==> src/hw/rtl/bprn_pkg.sv <==
package bprn_pkg;

    // sample and coefficient widths
    localparam int SAMPLE_W    = 16;
    localparam int TARGET_W    = 15;
    localparam int MAX_SAMPLES = 64;
    localparam int ADDR_W      = $clog2(MAX_SAMPLES);
    localparam int COUNT_W     = $clog2(MAX_SAMPLES + 1);

    // accumulator, mean and root widths
    localparam int SQ_W   = 2 * SAMPLE_W;
    localparam int SUM_W  = SQ_W + ADDR_W - 1;
    localparam int MEAN_W = SQ_W;
    localparam int ROOT_W = MEAN_W / 2;

    // product of a sample and the target peak
    localparam int PROD_W = SAMPLE_W + TARGET_W + 1;

    // shared divider
    localparam int DIV_W       = SUM_W;
    localparam int DIVISOR_W   = SAMPLE_W;
    localparam int DIV_CNT_W   = $clog2(DIV_W + 1);
    localparam int ROOT_CNT_W  = $clog2(ROOT_W + 1);

    localparam logic [TARGET_W-1:0] TARGET_RESET = {TARGET_W{1'b1}};

    // status of an iterative unit
    typedef struct packed {
        logic busy;
        logic done;
    } unit_status_t;

endpackage

==> src/hw/rtl/bprn_divider.sv <==
module bprn_divider (
    input  logic                           clk,
    input  logic                           rst_n,
    input  logic                           go,
    input  logic [bprn_pkg::DIV_W-1:0]     dividend,
    input  logic [bprn_pkg::DIVISOR_W-1:0] divisor,
    output logic [bprn_pkg::DIV_W-1:0]     quotient,
    output bprn_pkg::unit_status_t         status
);
    import bprn_pkg::*;

    logic [DIV_W-1:0]     dvd_reg, dvd_next;
    logic [DIVISOR_W-1:0] rem_reg, rem_next;
    logic [DIVISOR_W-1:0] dsr_reg, dsr_next;
    logic [DIV_CNT_W-1:0] cnt_reg, cnt_next;
    logic                 run_reg, run_next;
    logic                 done_reg, done_next;
    logic [DIVISOR_W:0]   trial;
    logic [DIVISOR_W:0]   diff;
    logic                 fits;

    // one restoring step: shift in the next dividend bit, subtract if it fits
    always_comb
    begin
        trial = {rem_reg, dvd_reg[DIV_W-1]};
        diff  = trial - {1'b0, dsr_reg};
        fits  = (trial >= {1'b0, dsr_reg});
    end

    // sequencing of the steps
    always_comb
    begin
        dvd_next  = dvd_reg;
        rem_next  = rem_reg;
        dsr_next  = dsr_reg;
        cnt_next  = cnt_reg;
        run_next  = run_reg;
        done_next = 1'b0;
        if (go)
        begin
            dvd_next = dividend;
            rem_next = '0;
            dsr_next = divisor;
            cnt_next = DIV_CNT_W'(DIV_W);
            run_next = 1'b1;
        end
        else if (run_reg)
        begin
            dvd_next = {dvd_reg[DIV_W-2:0], fits};
            rem_next = fits ? diff[DIVISOR_W-1:0] : trial[DIVISOR_W-1:0];
            cnt_next = cnt_reg - 1'b1;
            if (cnt_reg == DIV_CNT_W'(1))
            begin
                run_next  = 1'b0;
                done_next = 1'b1;
            end
        end
    end

    // control
    always_ff @(posedge clk or negedge rst_n)
    begin
        if (!rst_n)
        begin
            cnt_reg  <= '0;
            run_reg  <= 1'b0;
            done_reg <= 1'b0;
        end
        else
        begin
            cnt_reg  <= cnt_next;
            run_reg  <= run_next;
            done_reg <= done_next;
        end
    end

    // datapath
    always_ff @(posedge clk)
    begin
        dvd_reg <= dvd_next;
        rem_reg <= rem_next;
        dsr_reg <= dsr_next;
    end

    assign quotient    = dvd_reg;
    assign status.busy = run_reg;
    assign status.done = done_reg;

endmodule

==> src/hw/rtl/bprn_isqrt.sv <==
module bprn_isqrt (
    input  logic                        clk,
    input  logic                        rst_n,
    input  logic                        go,
    input  logic [bprn_pkg::MEAN_W-1:0] radicand,
    output logic [bprn_pkg::ROOT_W-1:0] root,
    output bprn_pkg::unit_status_t      status
);
    import bprn_pkg::*;

    logic [MEAN_W-1:0]     x_reg, x_next;
    logic [MEAN_W-1:0]     res_reg, res_next;
    logic [MEAN_W-1:0]     bit_reg, bit_next;
    logic [ROOT_CNT_W-1:0] cnt_reg, cnt_next;
    logic                  run_reg, run_next;
    logic                  done_reg, done_next;
    logic [MEAN_W:0]       trial;

    assign trial = {1'b0, res_reg} + {1'b0, bit_reg};

    // one root digit per cycle, bit walks down two places a step
    always_comb
    begin
        x_next    = x_reg;
        res_next  = res_reg;
        bit_next  = bit_reg;
        cnt_next  = cnt_reg;
        run_next  = run_reg;
        done_next = 1'b0;
        if (go)
        begin
            x_next   = radicand;
            res_next = '0;
            bit_next = MEAN_W'(1) << (MEAN_W - 2);
            cnt_next = ROOT_CNT_W'(ROOT_W);
            run_next = 1'b1;
        end
        else if (run_reg)
        begin
            if ({1'b0, x_reg} >= trial)
            begin
                x_next   = x_reg - trial[MEAN_W-1:0];
                res_next = (res_reg >> 1) + bit_reg;
            end
            else
            begin
                res_next = res_reg >> 1;
            end
            bit_next = bit_reg >> 2;
            cnt_next = cnt_reg - 1'b1;
            if (cnt_reg == ROOT_CNT_W'(1))
            begin
                run_next  = 1'b0;
                done_next = 1'b1;
            end
        end
    end

    // control
    always_ff @(posedge clk or negedge rst_n)
    begin
        if (!rst_n)
        begin
            cnt_reg  <= '0;
            run_reg  <= 1'b0;
            done_reg <= 1'b0;
        end
        else
        begin
            cnt_reg  <= cnt_next;
            run_reg  <= run_next;
            done_reg <= done_next;
        end
    end

    // datapath
    always_ff @(posedge clk)
    begin
        x_reg   <= x_next;
        res_reg <= res_next;
        bit_reg <= bit_next;
    end

    assign root        = res_reg[ROOT_W-1:0];
    assign status.busy = run_reg;
    assign status.done = done_reg;

endmodule

==> src/hw/rtl/block_peak_rms_normalizer.sv <==
// channel   direction  handshake                     word
// input     in         start, accepted when !busy    sample_in, block_last
// result    out        result_valid, one-cycle strobe scaled_sample, peak_level,
//                                                    rms_level, out_last
// config    in         cfg_valid / cfg_ready         target_peak
//
// loading a sample writes the store, then updates the peak and square sum
// the item marked last adds a mean divide (37 divider steps) and a root (16 steps),
// then each stored sample is read, multiplied and scaled by 37 steps of the shared
// divider and its done cycle
// a silent block skips the scaling divide and emits each sample from the multiply state
// rst_n is asynchronous; all accumulators clear, target_peak returns to full scale
// results are strobed for one cycle and cannot be held off; busy is low on the last word
module block_peak_rms_normalizer (
    input  logic                          clk,
    input  logic                          rst_n,
    input  logic                          start,
    output logic                          busy,
    input  logic [bprn_pkg::SAMPLE_W-1:0] sample_in,
    input  logic                          block_last,
    input  logic                          cfg_valid,
    output logic                          cfg_ready,
    input  logic [bprn_pkg::TARGET_W-1:0] target_peak,
    output logic                          result_valid,
    output logic [bprn_pkg::SAMPLE_W-1:0] scaled_sample,
    output logic [bprn_pkg::SAMPLE_W-1:0] peak_level,
    output logic [bprn_pkg::ROOT_W-1:0]   rms_level,
    output logic                          out_last
);
    import bprn_pkg::*;

    typedef enum logic [2:0] {
        S_IDLE,
        S_ACC,
        S_MEAN,
        S_MEAN_WAIT,
        S_ROOT_WAIT,
        S_READ,
        S_MUL,
        S_SCALE_WAIT
    } state_t;

    localparam logic [SAMPLE_W-1:0] SMAX = {1'b0, {(SAMPLE_W-1){1'b1}}};
    localparam logic [SAMPLE_W-1:0] SMIN = {1'b1, {(SAMPLE_W-1){1'b0}}};

    state_t               state_reg, state_next;
    logic [TARGET_W-1:0]  target_reg, target_next;
    logic [SAMPLE_W-1:0]  sample_reg, sample_next;
    logic                 last_reg, last_next;
    logic                 keep_reg, keep_next;
    logic [SAMPLE_W-1:0]  peak_reg, peak_next;
    logic [SUM_W-1:0]     sum_reg, sum_next;
    logic [COUNT_W-1:0]   count_reg, count_next;
    logic [ADDR_W-1:0]    idx_reg, idx_next;
    logic [ROOT_W-1:0]    rms_reg, rms_next;
    logic                 neg_reg, neg_next;
    logic                 valid_reg, valid_next;
    logic [SAMPLE_W-1:0]  scaled_reg, scaled_next;
    logic                 out_last_reg, out_last_next;

    logic [SAMPLE_W-1:0]  store [MAX_SAMPLES];
    logic [SAMPLE_W-1:0]  rd_data_reg;

    logic                 accept;
    logic [SAMPLE_W-1:0]  mag;
    logic [SQ_W-1:0]      square;
    logic signed [PROD_W-1:0] prod;
    logic [PROD_W-1:0]    prod_abs;
    logic                 is_last_idx;
    logic [SAMPLE_W-1:0]  scaled_div;

    logic                 div_go;
    logic [DIV_W-1:0]     div_dividend;
    logic [DIVISOR_W-1:0] div_divisor;
    logic [DIV_W-1:0]     div_quot;
    unit_status_t         div_status;

    logic                 root_go;
    logic [ROOT_W-1:0]    root_val;
    unit_status_t         root_status;

    assign accept    = start && (state_reg == S_IDLE);
    assign cfg_ready = 1'b1;

    // sample store, written while loading and read during the output pass
    always_ff @(posedge clk)
    begin
        if (accept && (count_reg < COUNT_W'(MAX_SAMPLES)))
        begin
            store[count_reg[ADDR_W-1:0]] <= sample_in;
        end
        rd_data_reg <= store[idx_reg];
    end

    // magnitude and square of the held sample
    always_comb
    begin
        mag    = sample_reg[SAMPLE_W-1] ? (~sample_reg + 1'b1) : sample_reg;
        square = mag * mag;
    end

    // scaling product and its magnitude
    always_comb
    begin
        prod     = $signed(rd_data_reg) * $signed({1'b0, target_reg});
        prod_abs = prod[PROD_W-1] ? PROD_W'(-prod) : PROD_W'(prod);
    end

    // saturate the divider quotient back to the sample range
    always_comb
    begin
        if (!neg_reg)
        begin
            if (|div_quot[DIV_W-1:SAMPLE_W-1])
                scaled_div = SMAX;
            else
                scaled_div = div_quot[SAMPLE_W-1:0];
        end
        else
        begin
            if ((|div_quot[DIV_W-1:SAMPLE_W])
                || (div_quot[SAMPLE_W-1] && (|div_quot[SAMPLE_W-2:0])))
                scaled_div = SMIN;
            else
                scaled_div = ~div_quot[SAMPLE_W-1:0] + 1'b1;
        end
    end

    assign is_last_idx = ({1'b0, idx_reg} == (count_reg - 1'b1));

    // shared divider operands: mean of squares, or product over peak
    always_comb
    begin
        div_go       = 1'b0;
        div_dividend = DIV_W'(prod_abs);
        div_divisor  = peak_reg;
        if (state_reg == S_MEAN)
        begin
            div_go       = 1'b1;
            div_dividend = sum_reg;
            div_divisor  = DIVISOR_W'(count_reg);
        end
        else if ((state_reg == S_MUL) && (peak_reg != '0))
        begin
            div_go = 1'b1;
        end
    end

    assign root_go = (state_reg == S_MEAN_WAIT) && div_status.done;

    bprn_divider u_div (
        .clk      (clk),
        .rst_n    (rst_n),
        .go       (div_go),
        .dividend (div_dividend),
        .divisor  (div_divisor),
        .quotient (div_quot),
        .status   (div_status)
    );

    bprn_isqrt u_isqrt (
        .clk      (clk),
        .rst_n    (rst_n),
        .go       (root_go),
        .radicand (div_quot[MEAN_W-1:0]),
        .root     (root_val),
        .status   (root_status)
    );

    // sequencer
    always_comb
    begin
        state_next    = state_reg;
        target_next   = target_reg;
        sample_next   = sample_reg;
        last_next     = last_reg;
        keep_next     = keep_reg;
        peak_next     = peak_reg;
        sum_next      = sum_reg;
        count_next    = count_reg;
        idx_next      = idx_reg;
        rms_next      = rms_reg;
        neg_next      = neg_reg;
        valid_next    = 1'b0;
        scaled_next   = scaled_reg;
        out_last_next = 1'b0;

        if (cfg_valid)
            target_next = target_peak;

        unique case (state_reg)
            S_IDLE:
            begin
                if (start)
                begin
                    sample_next = sample_in;
                    last_next   = block_last;
                    keep_next   = (count_reg < COUNT_W'(MAX_SAMPLES));
                    state_next  = S_ACC;
                end
            end
            S_ACC:
            begin
                if (keep_reg)
                begin
                    if (mag > peak_reg)
                        peak_next = mag;
                    sum_next   = sum_reg + SUM_W'(square);
                    count_next = count_reg + 1'b1;
                end
                state_next = last_reg ? S_MEAN : S_IDLE;
            end
            S_MEAN:
            begin
                state_next = S_MEAN_WAIT;
            end
            S_MEAN_WAIT:
            begin
                if (div_status.done)
                    state_next = S_ROOT_WAIT;
            end
            S_ROOT_WAIT:
            begin
                if (root_status.done)
                begin
                    rms_next   = root_val;
                    idx_next   = '0;
                    state_next = S_READ;
                end
            end
            S_READ:
            begin
                state_next = S_MUL;
            end
            S_MUL:
            begin
                neg_next = prod[PROD_W-1];
                if (peak_reg == '0)
                begin
                    // silent block passes samples through
                    scaled_next   = rd_data_reg;
                    valid_next    = 1'b1;
                    out_last_next = is_last_idx;
                    idx_next      = idx_reg + 1'b1;
                    state_next    = is_last_idx ? S_IDLE : S_READ;
                end
                else
                begin
                    state_next = S_SCALE_WAIT;
                end
            end
            S_SCALE_WAIT:
            begin
                if (div_status.done)
                begin
                    scaled_next   = scaled_div;
                    valid_next    = 1'b1;
                    out_last_next = is_last_idx;
                    idx_next      = idx_reg + 1'b1;
                    state_next    = is_last_idx ? S_IDLE : S_READ;
                end
            end
            default:
            begin
                state_next = S_IDLE;
            end
        endcase

        // block emitted: clear accumulators for the next one
        if (out_last_next)
        begin
            peak_next  = '0;
            sum_next   = '0;
            count_next = '0;
        end
    end

    // state, accumulators and registered outputs
    always_ff @(posedge clk or negedge rst_n)
    begin
        if (!rst_n)
        begin
            state_reg    <= S_IDLE;
            target_reg   <= TARGET_RESET;
            sample_reg   <= '0;
            last_reg     <= 1'b0;
            keep_reg     <= 1'b0;
            peak_reg     <= '0;
            sum_reg      <= '0;
            count_reg    <= '0;
            idx_reg      <= '0;
            rms_reg      <= '0;
            neg_reg      <= 1'b0;
            valid_reg    <= 1'b0;
            scaled_reg   <= '0;
            out_last_reg <= 1'b0;
        end
        else
        begin
            state_reg    <= state_next;
            target_reg   <= target_next;
            sample_reg   <= sample_next;
            last_reg     <= last_next;
            keep_reg     <= keep_next;
            peak_reg     <= peak_next;
            sum_reg      <= sum_next;
            count_reg    <= count_next;
            idx_reg      <= idx_next;
            rms_reg      <= rms_next;
            neg_reg      <= neg_next;
            valid_reg    <= valid_next;
            scaled_reg   <= scaled_next;
            out_last_reg <= out_last_next;
        end
    end

    // the peak is cleared with the last word, so the emitted copy comes from a holding reg
    logic [SAMPLE_W-1:0] peak_out_reg;

    always_ff @(posedge clk or negedge rst_n)
    begin
        if (!rst_n)
            peak_out_reg <= '0;
        else if (valid_next)
            peak_out_reg <= peak_reg;
    end

    assign busy          = (state_reg != S_IDLE);
    assign result_valid  = valid_reg;
    assign scaled_sample = scaled_reg;
    assign peak_level    = peak_out_reg;
    assign rms_level     = rms_reg;
    assign out_last      = out_last_reg;

endmodule

==> config.mk <==
export PLATFORM = sky130hd
export DESIGN_NAME = block_peak_rms_normalizer
export DESIGN_NICKNAME = d
export VERILOG_FILES = /design/src/hw/rtl/bprn_pkg.sv /design/src/hw/rtl/bprn_divider.sv /design/src/hw/rtl/bprn_isqrt.sv /design/src/hw/rtl/block_peak_rms_normalizer.sv
export SDC_FILE = /design/constraint.sdc
export NUM_CORES = 2
export LEC_CHECK = 0
export BUFFER_PORTS_ARGS = -buffer_cell sky130_fd_sc_hd__buf_2
export CAP_MARGIN = 20
export CORE_AREA = 2 2 416 418
export CTS_CLUSTER_SIZE = 16
export DETAILED_ROUTE_END_ITERATION = 8
export DIE_AREA = 0 0 418 420
export PLACE_DENSITY_LB_ADDON = 0.05
export REMOVE_ABC_BUFFERS = 1
export SYNTH_ARGS = -nofsm -noshare
export SYNTH_HDL_FRONTEND = slang
export SYNTH_SLANG_ARGS = --single-unit
==> constraint.sdc <==
create_clock -name clk -period 12.9 [get_ports clk]
set_input_delay 1.29 -clock clk [delete_from_list [all_inputs] [get_ports clk]]
set_output_delay 1.29 -clock clk [all_outputs]
set_load 0.02 [all_outputs]
== Word level (Yosys, flattened, before mapping) ==
Memories as Yosys holds them, arrays and structs flattened. A register that Yosys moved wholly into a read port is not among the register bits.
Index checks and enable logic that the tools add are counted.
Word-level totals
  flip-flop bits (word level): 317
  bits of input ports: 36
  logic and storage cells: 159
  RAM bits: 1024
  memories kept: 1
  output and inout port bits: 52
Memory list
  store: words 64, bits a word 16, rd ports 1, clocked after Yosys merged registers in 1, write ports 1, RTL line block_peak_rms_normalizer.sv:61  | logic [SAMPLE_W-1:0] store [MAX_SAMPLES];
Operators by class
  eq/ne operators: 15
  add/sub/neg operators: 13
  $mul: 2
  mux-type cells: 65
  reductions and logical operators: 29
  bitwise gates (word level): 2
  order comparisons: 4
Operator list (count)
  $mux W37: 6
  $mux W16: 11
  $mux W32: 5
  $mul A16 B16 Y32: 2
  $add A37 B32 Y37: 1
  $add A32 B31 Y33: 1
  $ge A32 B33 Y1: 1
  $add A16 B1 Y16 const B: 2
  $add A31 B31 Y32: 1
  $neg A32 Y32: 1
  $not A16 Y16: 2
  $pmux W16 S2: 1
  $sub A32 B32 Y32: 1
  $mux W6: 5
  $mux W7: 4
  $pmux W3 S8: 1
  $reduce_or A22 Y1: 1
  $reduce_or A21 Y1: 1
  $mux W1: 20
  $mux W3: 6
  $pmux W6 S3: 1
  $ge A17 B16 Y1: 1
  $gt A16 B16 Y1: 1
  $logic_not A16 Y1: 1
  other kinds (28): 53

== Depth between registers and ports, before layout ==
  depth in word-level cells: 8
  depth in mapped cells: 32
  gate-level depth less buffers: 31

== By module ==
From an unflattened synthesis, not the netlist that was laid out.
Unflattened totals
  cell total of the unflattened synthesis: 5819
  area, all modules: 77219.1 um2
Modules (own cells, without submodules)
  block_peak_rms_normalizer: area an instance 65700.5 um2, seq. area each 34917.2 um2, cells each 4580, instances 1
  bprn_isqrt: area an instance 7469.7 um2, seq. area each 2097.0 um2, cells each 889, instances 1
  bprn_divider: area an instance 4048.9 um2, seq. area each 2112.0 um2, cells each 350, instances 1

== Worst setup path before layout ==
OpenSTA, ideal clock, no wires.
  kind: reg-to-reg
  start point: register sample_reg[4]
  end point: register sum_reg[35]
  data required time: 12.780 ns
  library setup time: 0.120 ns
  period minus slack after synthesis: 7.830 ns
  buffers on the path: 0
  data arrival time: 7.710 ns
  path slack: 5.070 ns
  stages on the path, launching flop included: 30
  path through: dfrtp_1 -> or4_1 -> nor2_1 -> nand2_1 -> o21ai_0 -> xor2_1 -> clkinv_1 -> nand2_1 -> inv_1 -> fa_1 -> inv_1 -> fa_1 -> inv_1 -> fa_1 -> fa_1 -> fa_1 -> inv_1 -> fa_1 -> inv_1 -> ha_1 -> o21a_1 -> o211ai_1 -> a21oi_1 -> o21a_1 -> nand2_1 -> o21ai_0 -> o41ai_1 -> o21ai_0 -> a211o_1 -> o211a_1
On the way
  cells in the longest elaborated chain, start to end: 8
RTL lines
  start: declaration: RTL line block_peak_rms_normalizer.sv:48  | logic [SAMPLE_W-1:0] sample_reg, sample_next;
  start signal: assignment: RTL line block_peak_rms_normalizer.sv:302  | sample_reg <= sample_next;
  $not A16 Y16: RTL line block_peak_rms_normalizer.sv:98  | mag = sample_reg[SAMPLE_W-1] ? (~sample_reg + 1'b1) : sample_reg;
  $add A16 B1 Y16: RTL line block_peak_rms_normalizer.sv:98
  $mux W16 *: RTL line block_peak_rms_normalizer.sv:98
  $mul A16 B16 Y32 *: RTL line block_peak_rms_normalizer.sv:99  | square = mag * mag;
  $add A37 B32 Y37 *: RTL line block_peak_rms_normalizer.sv:208  | sum_next = sum_reg + SUM_W'(square);
  $mux W37 *: RTL line block_peak_rms_normalizer.sv:204  | if (keep_reg)
  $mux W37 *: RTL line block_peak_rms_normalizer.sv:191  | unique case (state_reg)
  $mux W37 *: RTL line block_peak_rms_normalizer.sv:270  | if (out_last_next)
  end signal: assignment: RTL line block_peak_rms_normalizer.sv:306  | sum_reg <= sum_next;
  end: declaration: RTL line block_peak_rms_normalizer.sv:52  | logic [SUM_W-1:0] sum_reg, sum_next;
Mark *: on every way between the ends. The rest lies on a longest branch, timed or not. The select of a mux whose other input is x is not followed.
A chain may end at the register's enable or synchronous reset.

== Worst setup path in the final report ==
  start point: register sample_reg[0]
  end point: register sum_reg[35]
The elaborated chain is that of the path after synthesis.

==> implementation parameters <==
Parameter                              Value

Clock network
  Number of gates given a new drive strength after cts ... 0
  Latest clock arrival within the worst-skew pair ... 800 ps
  Buffers inserted during post-CTS setup optimization ... 0
  Clock tree from TritonCTS ... built
  Number of levels the H-tree was split into ... 4
  Total of hold buffers inserted after clock tree synthesis ... 0
  Sink Count ... 1357
  Cell at the root of the clock tree ... sky130_fd_sc_hd__clkbuf_16
  CTS clk-pin slew, worst paths ... 60 ps
  Longest Clk Path Bufs ... 3
  Number of buffers created by CTS ... 151

Floorplanning
  Row Count ... 152
  Chip height ... 420 µm
  Die span in x ... 418 µm
  Die footprint ... 176000 µm²
  Initial core utilization ... 44.7%
  Core area ... 171000 µm²
  Top-Level Pins ... 88

STA
  Worst setup margin ... 3620 ps
  Worst-margin pin slew ... 1090 ps
  Slew Limit Headroom ... 27.4%
  Finish-stage setup viols ... 0
  RSZ-0062 raised after global routing ... false
  Final critical delay including setup and external delays ... 9280 ps
  Final-report hold violation count ... 0
  Top achievable clock speed ... 108 MHz
  Final slew viol count ... 0
  Final cycle utilization of the critical path ... 71.9%
  Total Neg Setup Slack ... 0 ps
  Layout Skew ... 23.2 ps

Critical path
  Highest fanout seen on the critical path ... 13
  Internal reg-to-reg setup slack ... 3620 ps
  Worst setup path startpoint ... sample_reg[0]
  Type of the worst setup path ... reg2reg
  Element type at the critical path start ... flip-flop
  Critical register-to-register path endpoint ... sum_reg[35]
  Termination of the worst setup path ... sum_reg[35]
  Worst r2r path cells ... 27
  Endpoint class of the critical path ... flip-flop
  WP data required ... 13570 ps
  Reg2Reg Launch Point ... sample_reg[0]
  Data arrival time of the critical path ... 9950 ps

Logic synthesis
  Most numerous cell in the Yosys netlist ... sky130_fd_sc_hd__edfxtp_1
  Most common flop cell mapped by yosys ... sky130_fd_sc_hd__edfxtp_1
  Synth top area share ... 43.6%
  EDFF count, synth ... 1109
  Yosys warnings ... 0
  Most used standard cells in the synthesized netlist ... 1109 x sky130_fd_sc_hd__edfxtp_1, 721 x sky130_fd_sc_hd__inv_1, 484 x sky130_fd_sc_hd__nand2_1, 442 x sky130_fd_sc_hd__fa_1, 336 x sky130_fd_sc_hd__mux4_2
  Post-synth top area cell ... sky130_fd_sc_hd__edfxtp_1
  Synthesized area divided by synthesized cell count ... 13.3 µm²
  Fraction of the yosys area taken by sequential cells ... 51.2%
  Cell area after synthesis ... 76400 µm²
  Number of synthesized register bits ... 1357
  Number of distinct library cells after synthesis ... 94
  Gate count after technology mapping ... 5738
  Asr flop ratio synth ... 12.4%
  Leading post-synthesis cells by cell area ... sky130_fd_sc_hd__edfxtp_1 44%, sky130_fd_sc_hd__fa_1 12%, sky130_fd_sc_hd__mux4_2 9.9%

Routing
  Total detailed-routing wirelength ... 201000 µm
  Remaining number of nets flagged by the antenna check after routing ... 0
  Iteration-0 DRC Markers ... 3419
  First-pass iteration count of the detailed router ... 5
  Via count ... 46.0k
  Vias per Instance ... 5.57
  DRC viols ... 0
  Routed length per instance ... 24.4 µm

Hold path
  Hold path depth ... 2
  Path class of the lowest-slack min-delay path ... reg2reg

Layout
  Final net count ... 6662
  Layout fillers ... 15.0k
  Largest register FFs ... 1024
  Register Area ... 39100 µm²
  Proportion of layout cells with a drive suffix above 1 ... 14.7%
  Multi-input combinational cell area ... 33700 µm²
  Layout Area Growth over Synthesis ... 11.0%

Run status
  Result of the run ... complete, no violations

Global routing
  Overall global routing resource usage ... 23.4%
  Global route total overflow ... 0
  Number of antenna violations at the first check in global routing ... 10
  Global-route wire length before repair ... 306000 µm
  Vias in the first global route ... 47.3k
  Pin count of the biggest net entering global routing ... 106

Flow run
  Maximum capacitance violations ... 0

Placed design
  Count of input and output buffers ... 86
  Final estimated routing congestion in global placement ... 0.874
  Post-place setup slack ... 3660 ps
  Estimated wirelength of the detail-placed design ... 139000 µm
-- per-stage QoR --
step	hold WS (ps)	utilization (%)	instance area [µm²]	instances
floorplan	432	-	75500	5509
global placement	441	46.7	79900	7966
detailed placement	452	46.7	79900	7968
CTS	464	49.5	84700	8247
global route	496	49.6	84800	8249
finish	467	49.6	84800	8250
-- cells by family (layout without fill, tap and decap cells) --
group	Yosys count	in the layout	share of synthesized area (%)
multiplexers	416	416	11.0
AND/OR/NAND/NOR	1269	1269	7.68
other	2	13	0.00983
buffers and inverters	967	1235	4.77
adder cells (fa/ha/maj)	736	736	16.4
flip-flops	1357	1357	51.2
AO/OA/AOI/OAI	794	794	6.65
XOR/XNOR	197	197	2.26
-- critical path: stages (launching register included) --
cell	delay (ps)
sky130_fd_sc_hd__dfrtp_1	660
sky130_fd_sc_hd__clkinv_1	410
sky130_fd_sc_hd__ha_1	350
sky130_fd_sc_hd__nand2_1	120
sky130_fd_sc_hd__o21ai_0	100
sky130_fd_sc_hd__xor2_1	710
sky130_fd_sc_hd__clkinv_1	690
sky130_fd_sc_hd__nand2_1	330
sky130_fd_sc_hd__fa_1	470
sky130_fd_sc_hd__fa_1	560
sky130_fd_sc_hd__inv_1	70
sky130_fd_sc_hd__fa_1	480
sky130_fd_sc_hd__fa_1	490
sky130_fd_sc_hd__inv_1	50
sky130_fd_sc_hd__fa_1	530
sky130_fd_sc_hd__inv_1	50
sky130_fd_sc_hd__fa_1	470
sky130_fd_sc_hd__ha_1	370
sky130_fd_sc_hd__a21oi_1	160
sky130_fd_sc_hd__o21bai_1	110
sky130_fd_sc_hd__nor2_1	130
sky130_fd_sc_hd__o2111ai_1	170
sky130_fd_sc_hd__nand2_1	110
sky130_fd_sc_hd__o21ai_0	250
sky130_fd_sc_hd__o41ai_1	580
sky130_fd_sc_hd__o21ai_0	250
sky130_fd_sc_hd__a211o_1	340
sky130_fd_sc_hd__o211a_1	130
-- how the worst min path moves through the flow --
stage                           start                end  slack [ps]
floorplan           u_div.rem_reg[15]  u_div.rem_reg[15]         430
global placement    u_div.rem_reg[15]  u_div.rem_reg[15]         440
detailed placement  u_div.rem_reg[15]  u_div.rem_reg[15]         450
CTS                 u_div.rem_reg[15]  u_div.rem_reg[15]         460
global route            peak_level[7]      peak_level[7]         500
finish              u_div.rem_reg[15]  u_div.rem_reg[15]         470
-- layer usage --
layer / GRT usage [%] / vias to the layer above / share of wire, %
met5: 0 / - / 0
met4: 6.20 / 0 / 2.4
met3: 2.88 / 256 / 4.2
met2: 40.1 / 1023 / 50
met1: 31.6 / 23900 / 43
li1: - / 20800 / -
-- placed cells by master, fill, tap and decap left out, drive strengths merged, types with 87 or more instances in the layout --
master,synthesis,routed
xor2,87,87
and2,140,140
fa,442,442
nand2,484,484
o21ai,255,255
inv,721,731
dfrtp,153,153
buf,42,228
clkbuf,197,202
nor2,319,319
mux4,336,336
xnor2,110,110
ha,294,294
edfxtp,1109,1109
a21oi,175,175
-- final cells by class --
type / count / area share, %
Sequential cell: 1357 / 46.2
Multi-Input combinational cell: 3424 / 39.8
Clock buffer: 202 / 4.85
Tap cell: 2233 / 3.30
Inverter: 728 / 3.22
Timing Repair Buffer: 228 / 1.84
Clock inverter: 77 / 0.821
Antenna cell: 1 / 0.00295
Power is not shown: default switching activity piles up to over one toggle a cycle in this logic, so the estimate is an artifact.
